`config.mk`:
```
export PLATFORM = sky130hd
export DESIGN_NAME = ktsp_ctrl
export DESIGN_NICKNAME = d
export VERILOG_FILES = /design/src/hw/rtl/assert_macros.svh /design/src/hw/rtl/ktsp_pkg.sv /design/src/hw/rtl/ktsp_ctrl.sv
export SDC_FILE = /design/constraint.sdc
export NUM_CORES = 1
export LEC_CHECK = 0
export ABC_AREA = 1
export BUFFER_PORTS_ARGS = -buffer_cell sky130_fd_sc_hd__buf_2
export CAP_MARGIN = 20
export CORE_AREA = 10 10 47 49
export DETAILED_ROUTE_END_ITERATION = 10
export DIE_AREA = 0 0 57 59
export HOLD_SLACK_MARGIN = 0.12
export PLACE_DENSITY_LB_ADDON = 0.1
export SYNTH_ARGS = -nofsm -noshare
export SYNTH_HDL_FRONTEND = slang
export SYNTH_SLANG_ARGS = --single-unit
```
`constraint.sdc`:
```
create_clock -name clk -period 1.5 [get_ports clk]
set_input_delay 0 -clock clk [delete_from_list [all_inputs] [get_ports clk]]
set_output_delay 0 -clock clk [all_outputs]
set_load 0.03 [all_outputs]
```
`src/hw/rtl/assert_macros.svh`:
```
// Assertion macros used by the RTL top level.
// Each macro expects clk and arst_n in scope.
`ifndef ASSERT_MACROS_SVH
`define ASSERT_MACROS_SVH

// same-cycle implication
`define KTSP_ASSERT_IMP(label, ante, cons, msg) \
	label: assert property (@(posedge clk) disable iff (!arst_n) (ante) |-> (cons)) \
		else $error(msg);

// next-cycle implication
`define KTSP_ASSERT_NXT(label, ante, cons, msg) \
	label: assert property (@(posedge clk) disable iff (!arst_n) (ante) |=> (cons)) \
		else $error(msg);

`endif

```
`src/hw/rtl/ktsp_pkg.sv`:
```
// Shared constants, types and the saturation helper of the k-transaction profit core.
// No dependencies.
package ktsp_pkg;

	localparam int DEPTH       = 128;
	localparam int ADDR_W      = $clog2(DEPTH);
	localparam int PRICE_W     = 16;
	localparam int PROFIT_W    = 32;
	localparam int BEST_W      = 31;
	localparam int TRADES_W    = 8;
	localparam int IN_TDATA_W  = 16;
	localparam int OUT_TDATA_W = 32;

	typedef logic signed [PROFIT_W-1:0] profit_t;

	typedef struct packed {
		logic              start;
		logic              rd_en;
		logic [ADDR_W-1:0] rd_addr;
		logic              finish;
	} ktsp_cmd_t;

	typedef struct packed {
		logic pipe_busy;
	} ktsp_status_t;

	// clamp a sum one bit wider than a profit to the signed profit range
	function automatic profit_t sat_profit(input logic signed [PROFIT_W:0] s);
		profit_t r;
		if (s[PROFIT_W] != s[PROFIT_W-1]) begin
			r = s[PROFIT_W] ? {1'b1, {(PROFIT_W-1){1'b0}}} : {1'b0, {(PROFIT_W-1){1'b1}}};
		end else begin
			r = s[PROFIT_W-1:0];
		end
		return r;
	endfunction

endpackage

```
`src/hw/rtl/ktsp_ctrl.sv`:
```
// Controller of the k-transaction profit core: input handshake, entry sweep, drain.
// Depends on ktsp_pkg.
module ktsp_ctrl (
	input  logic                 clk,
	input  logic                 arst_n,
	input  logic                 in_valid,
	output logic                 in_ready,
	input  logic                 out_free,
	input  ktsp_pkg::ktsp_status_t status,
	output ktsp_pkg::ktsp_cmd_t    cmd
);

	localparam logic [1:0] ST_IDLE  = 2'd0;
	localparam logic [1:0] ST_RUN   = 2'd1;
	localparam logic [1:0] ST_DRAIN = 2'd2;

	logic [1:0]                   state_q;
	logic [ktsp_pkg::ADDR_W-1:0]  addr_q;
	logic                         accept;
	logic                         finish;

	assign in_ready = (state_q == ST_IDLE);
	assign accept   = in_valid && in_ready;
	assign finish   = (state_q == ST_DRAIN) && !status.pipe_busy && out_free;

	always_comb begin
		cmd.start   = accept;
		cmd.rd_en   = (state_q == ST_RUN);
		cmd.rd_addr = addr_q;
		cmd.finish  = finish;
	end

	always_ff @(posedge clk or negedge arst_n) begin
		if (!arst_n) begin
			state_q <= ST_IDLE;
			addr_q  <= '0;
		end else begin
			unique case (state_q)
				ST_IDLE: begin
					if (accept) begin
						state_q <= ST_RUN;
						addr_q  <= '0;
					end
				end
				ST_RUN: begin
					addr_q <= addr_q + 1'b1;
					if (addr_q == ktsp_pkg::ADDR_W'(ktsp_pkg::DEPTH - 1)) begin
						state_q <= ST_DRAIN;
					end
				end
				ST_DRAIN: begin
					if (finish) begin
						state_q <= ST_IDLE;
					end
				end
				default: begin
					state_q <= ST_IDLE;
				end
			endcase
		end
	end

endmodule

```
==> flow_summary.yaml, run 1 <==
logic_synthesis:
  yosysSeqAreaShare_pct: 46.0
  synth_warnings: 0
  yosys_register_bits: 9
  synthCells: 69
  synthesis.area_per_instance_um2: 7.09
  syn_nets: 75
  netlist_area_um2: 489
  synthDistinctLibCells: 14
timing:
  finalSetupViolations: 0
  min_period_over_period_pct: 88.0
  fin_tns_setup_ns: 0
  hold_viol: 0
  rsz0062_at_grt: "false"
  finClkSkew_ns: 0.00470
  worstMarginPinSlew_ns: 0.420
  fmax_ghz: 0.758
  slew_headroom_pct: 71.8
  layout_min_cycle_time_ns: 1.32
  slew_violations: 0
  hold_ws_ns: 0.371
cells_and_area:
  mostFrequentLayoutCells: "nand2_1, buf_2, nor2_1"
  n_antenna_cell: 0
  drive_gt1_share_pct: 20.7
  final_common_cell: "nand2_1"
  nNetsFinal: 99
  fin_util_pct: 46.8
  stdcell_count: 108
  finalInstanceArea_um2: 656
  syn2layout_area_growth_pct: 34.0
power_and_ir_drop:
  ir_drop_mv: 0.718
  power_density_nw_per_um2: 1600
  total_leakage_power_nw: 0.347
placement:
  place_congestion: 0.778
  dp.cells: 98
  io_buffers: 15
  hpwl_um: 956
  placed_cell_area_um2: 569
critical_path:
  startpoint_type: "primary input"
  slowest_stage: "dlygate4sd3_1"
  worst_ep_required_time_ns: 1.65
  reg2reg_from: "addr_q[0]$_DFFE_PN0P_"
  startpoint: "out_free"
  critical_path_buf_inv_count: 3
  max_stage_delay_ns: 0.55
  cp_common_cell: "nand2_1"
  cp_top_family: "buffers and inverters"
  crit_type: "in -> reg"
  cp-end-kind: "flip-flop"
  critPathArrivalTime_ns: 1.47
  cp_max_fo: 2
  crit_chain: "dlygate4sd3_1, buf_2, nand2_1, dlygate4sd3_1, nand2_1, nand4_1, nand2_1"
grt:
  grt_use_total_pct: 8.70
  grt_pass1_wl_mm: 2.23
  grt_max_degree: 8
  grt_pass1_vias: 471
  antenna_found_initial: 0
  grt-ovfl-total: 0
drt:
  drc_errors: 0
  routed_wl_mm: 1.29
  antenna_left: 0
  wire_per_inst_um: 12.0
  drt_first_pass_iters: 4
  vias_per_cell: 4.69
  vias: 507
  drtIter0Drc: 12
outcome:
  status: "complete, no violations"
cts:
  cts-buffers-inserted: 3
  clock_latency_ns: 0.26
  clk_path_buf_depth: 2
  postCtsSetupBuffers: 0
  cts_tree: "done"
  cts_max_level: 1
  cts_root_buf: "clkbuf_4"
  clk_pin_slew_ns: 0.06
  numClockSinks: 9
  cts_resized: 0
  cts_hold_buffers: 6
worst_hold_path:
  worstHoldPathType: "in -> out"
  worstHoldStart: "status"
floorplan:
  initial_core_util_pct: 34.9
  dieArea_um2: 3360
  die_h_um: 59
  ios: 16
  die_x_um: 57
  coreArea_um2: 1400
  rows: 14
flow_run:
  maxCapViolCount: 0
==> path summary, 6_finish.rpt <==
path                                           to  cells after the start  slack (ns)
min in group asynchronous   addr_q[0]$_DFFE_PN0P_                      3        0.68
hold reg to reg             addr_q[3]$_DFFE_PN0P_                      2        0.54
max in group asynchronous   addr_q[1]$_DFFE_PN0P_                      3        0.63
setup / recovery           state_q[1]$_DFFE_PN0P_                      7        0.18
hold / removal                             cmd[0]                      5        0.37
setup reg to reg            addr_q[6]$_DFFE_PN0P_                      6        0.34
==> final cells by class <==
type | instances | area [um2]
fillers | 160 | 746
flip-flops and latches | 9 | 225
multi-input cells | 49 | 215
repair buffers | 21 | 135
inverters | 9 | 33.8
clock buffers | 4 | 26.3
well taps | 16 | 20.0
==> through the flow <==
stage	power (W)	setup slack [ns]
after global placement	0.000862	0.390
after global routing	0.00114	0.104
after detailed placement	0.000858	0.370
final	0.00105	0.180
after CTS	0.00107	0.199
after floorplan	0.000718	0.110
==> tightest hold or removal path, stage by stage <==
cell     delay [ns]
buf_2          0.08
inv_1          0.03
nand2_1        0.06
nor3_1         0.04
buf_2          0.17
==> power breakdown <==
part	switching [W]	internal (W)
combinational	0.000321	0.000153
clock	0.0000884	0.000103
sequential	0.0000751	0.000310
total	0.000484	0.000565
==> Yosys cell counts <==
cell	instances	area, um2
inv_2	1	3.75
nor3_1	2	10.0
o21ai_1	3	15.0
buf_4	2	15.0
dfrtp_1	9	225
o21ai_0	1	5.00
a21oi_1	2	10.0
inv_1	8	30.0
nand3_1	4	20.0
ha_1	1	12.5
nand4_1	1	6.26
nor2_1	10	37.5
a22o_1	1	8.76
nand2_1	24	90.1
==> layer usage <==
| layer | vias to the layer above | track usage (%) | routed length, um |
|---|---|---|---|
| met2 | 14 | 12.2 | 548 |
| met5 | - | 0 | 0 |
| met4 | 0 | 6.04 | 15 |
| met3 | 2 | 4.72 | 107 |
| met1 | 232 | 9.82 | 620 |
| li1 | 259 | - | - |
==> cell families after synthesis <==
| group | Yosys count | share of synthesized area (%) |
|---|---|---|
| buf+inv | 11 | 9.97 |
| flops | 9 | 46.0 |
| fa+ha+maj | 1 | 2.56 |
| simple gates | 41 | 33.5 |
| compound gates | 7 | 7.93 |
==> state kept, by name (all words and copies together) (netlist names) <==
name,count
state_q,2
addr_q,7
No activity file was read; power rests on OpenSTA's default activity.
==> run 2: changes to the inputs <==
- ABC_AREA: 1 -> not set
- CELL_PAD_IN_SITES_DETAIL_PLACEMENT: not set -> 1
- CELL_PAD_IN_SITES_GLOBAL_PLACEMENT: not set -> 1
- CORE_AREA: 10 10 47 49 -> not set
- CORE_MARGIN: not set -> 10
- CORE_UTILIZATION: not set -> 36
- DIE_AREA: 0 0 57 59 -> not set
==> run 2 against run 1 <==
Effect of this change: sequential share of layout area grew 0.81 points; combinational power is 8.7% higher; count of clock-buffer cells in the layout unchanged; design area shrank 2.3%; fmax is 7.1% lower; cell count shrank 20%; largest cell class unchanged; clock skew down 0.0019 ns; critical path type is now reg -> out; sequential cell count stayed put.
==> flow_summary.yaml, run 2 <==
placement:
  place_congestion: 0.727
  io_buffers: 15
  hpwl_mm: 1.01
  dp.cells: 76
cells_and_area:
  stdcell_count: 86
  largest_register_ffs: 7
  nNetsFinal: 78
  nFillCells: 163
  drive_gt1_share_pct: 29.6
  final_common_cell: "buf_2"
  fin_util_pct: 50.5
  n_antenna_cell: 0
  largestRegisters: "addr_q: 7 flops, state_q: 2 flops"
  syn2layout_area_growth_pct: 35.1
  mostFrequentLayoutCells: "buf_2, dfrtp_1, nand2_1"
  max_flop_register: "addr_q"
power_and_ir_drop:
  p_sw_share_pct: 46.6
  p_seq_share_pct: 36.9
  ir_drop_mv: 0.604
  power.net_switching_w: 0.000527
  power_density_nw_per_um2: 1770
  p_comb_share_pct: 45.4
  total_leakage_power_nw: 0.309
  p_clk_share_pct: 17.7
  internal_power_w: 0.000605
drt:
  drc_errors: 0
  drtIter0Drc: 4
  vias_per_cell: 5.37
  vias: 462
  wire_per_inst_um: 16.7
  drt_first_pass_iters: 2
  routed_wl_mm: 1.43
  antenna_left: 0
critical_path:
  startpoint_type: "flip-flop"
  crit_type: "reg -> out"
  slowest_stage: "dfrtp_1"
  cp_max_fo: 7
  crit_chain: "or3b_4, inv_1, buf_2"
  critPathArrivalTime_ns: 1.42
  max_stage_delay_ns: 0.46
  cp-end-kind: "primary output"
  worst_ep_required_time_ns: 1.50
cts:
  cts_root_buf: "clkbuf_4"
  clock_latency_ns: 0.26
  cts_tree: "done"
  cts-buffers-inserted: 3
  numClockSinks: 9
  cts_max_level: 1
  clk_pin_slew_ns: 0.07
  clk_path_buf_depth: 2
  postCtsSetupBuffers: 0
logic_synthesis:
  synthCells: 48
  yosysSeqAreaShare_pct: 47.5
  synth_warnings: 0
  synth.largest_area_cell: "dfrtp_1"
  async_flop_share_pct: 100
  synthTopCellsByCount: "dfrtp_1, nand2_1, nand3_1"
  yosys_register_bits: 9
  syn_nets: 54
  synthesis.area_per_instance_um2: 9.88
  synth_edf_count: 0
  netlist_area_um2: 474
  ys.flop_type: "dfrtp_1"
  synth.most_common_cell: "dfrtp_1"
  synthDistinctLibCells: 22
  yosys-top-cells-area: "dfrtp_1, nand3_1, nand2_1"
  synth_top_cell_area_share_pct: 47.5
flow_run:
  maxCapViolCount: 0
floorplan:
  die_x_um: 56.3
  die_h_um: 56.3
  ios: 16
  dieArea_um2: 3170
  rows: 13
  initial_core_util_pct: 37.4
  coreArea_um2: 1270
timing:
  finClkSkew_ns: 0.00276
  rsz0062_at_grt: "false"
  hold_ws_ns: 0.392
  worstMarginPinSlew_ns: 0.305
  fmax_ghz: 0.704
  layout_min_cycle_time_ns: 1.42
  hold_viol: 0
  slew_violations: 0
  finalSetupViolations: 0
  min_period_over_period_pct: 94.7
  slew_headroom_pct: 79.4
  fin_tns_setup_ns: 0
grt:
  grt_use_total_pct: 9.88
  grt_max_degree: 12
  antenna_found_initial: 0
  grt-ovfl-total: 0
  grt_pass1_wl_mm: 2.57
  grt_pass1_vias: 553
worst_hold_path:
  worstHoldPathType: "in -> out"
outcome:
  status: "complete, no violations"
run 2: cell types whose count changed after synthesis, sizes merged, moves of 3 or more:
| cell | change |
|---|---|
| inv | -7 |
| nor2 | -9 |
| nand2b | +3 |
| nand2 | -17 |
run 2: worst max-delay path: cells and delay by family (launching register included):
kind / cells / cell delay, ns
buffers and inverters: 2 / 0.26
and+or+nand+nor: 1 / 0.45
DFF: 1 / 0.46
run 2: repair_timing:
action                     CTS  global route
hold endpoints to repair    12             0
hold buffers                 6             0
setup endpoints to repair    0             1
resized for setup            0             2
run 2: layout make-up:
class / instances / area, um2 / share of cell area (%)
well taps: 15 / 18.8 / 2.93
clock buffers: 4 / 26.3 / 4.10
inverters: 2 / 7.51 / 1.17
repair buffers: 22 / 143 / 22.3
multi-input cells: 34 / 220 / 34.4
flip-flops and latches: 9 / 225 / 35.2
run 2: through the flow:
| step | power (W) | instance area (um2) | setup slack [ns] |
|---|---|---|---|
| after CTS | 0.00113 | 636 | 0.0141 |
| final | 0.00113 | 641 | 0.0793 |
| after global routing | 0.00122 | 641 | 0.00326 |
| after global placement | 0.000904 | 549 | 0.118 |
| after detailed placement | 0.000922 | 549 | 0.104 |
| after floorplan | 0.000744 | 474 | 0.0417 |
run 2: power by group through the flow:
stage | clock network [W] | logic (W) | registers [W]
after floorplan | 0 | 0.000184 | 0.000559
after global placement | 0 | 0.000490 | 0.000414
after detailed placement | 0 | 0.000500 | 0.000421
after CTS | 0.000202 | 0.000513 | 0.000416
after global routing | 0.000218 | 0.000563 | 0.000437
final | 0.000200 | 0.000514 | 0.000418
run 2: metal layers:
| layer | vias up | global-route usage (%) | share of wire [%] |
|---|---|---|---|
| li1 | 227 | - | - |
| met1 | 220 | 10.7 | 42 |
| met2 | 13 | 17.3 | 52 |
| met3 | 2 | 2.92 | 5.4 |
| met4 | 0 | 4.12 | 1.3 |
| met5 | - | 0 | 0 |
run 2: cell families (layout without fill, tap and decap cells):
| logic type | Yosys count | count (layout) | share of synthesized area, % |
|---|---|---|---|
| muxes | 1 | 1 | 2.11 |
| DFF | 9 | 9 | 47.5 |
| and+or+nand+nor | 21 | 21 | 22.7 |
| AOI/OAI and AO/OA | 11 | 11 | 17.9 |
| buffers and inverters | 5 | 28 | 7.12 |
| adders and majority gates | 1 | 1 | 2.64 |
run 2: worst paths after layout:
kind	startpoint	end	slack, ns	cells past startpoint
max	state_q[0]$_DFFE_PN0P_	cmd[9]	0.08	3
min	out_free	cmd[0]	0.39	3
max reg2reg	addr_q[0]$_DFFE_PN0P_	addr_q[6]$_DFFE_PN0P_	0.11	4
min reg2reg	addr_q[6]$_DFFE_PN0P_	addr_q[6]$_DFFE_PN0P_	0.51	1
max in group asynchronous	arst_n	addr_q[6]$_DFFE_PN0P_	0.62	3
min in group asynchronous	arst_n	addr_q[3]$_DFFE_PN0P_	0.66	3
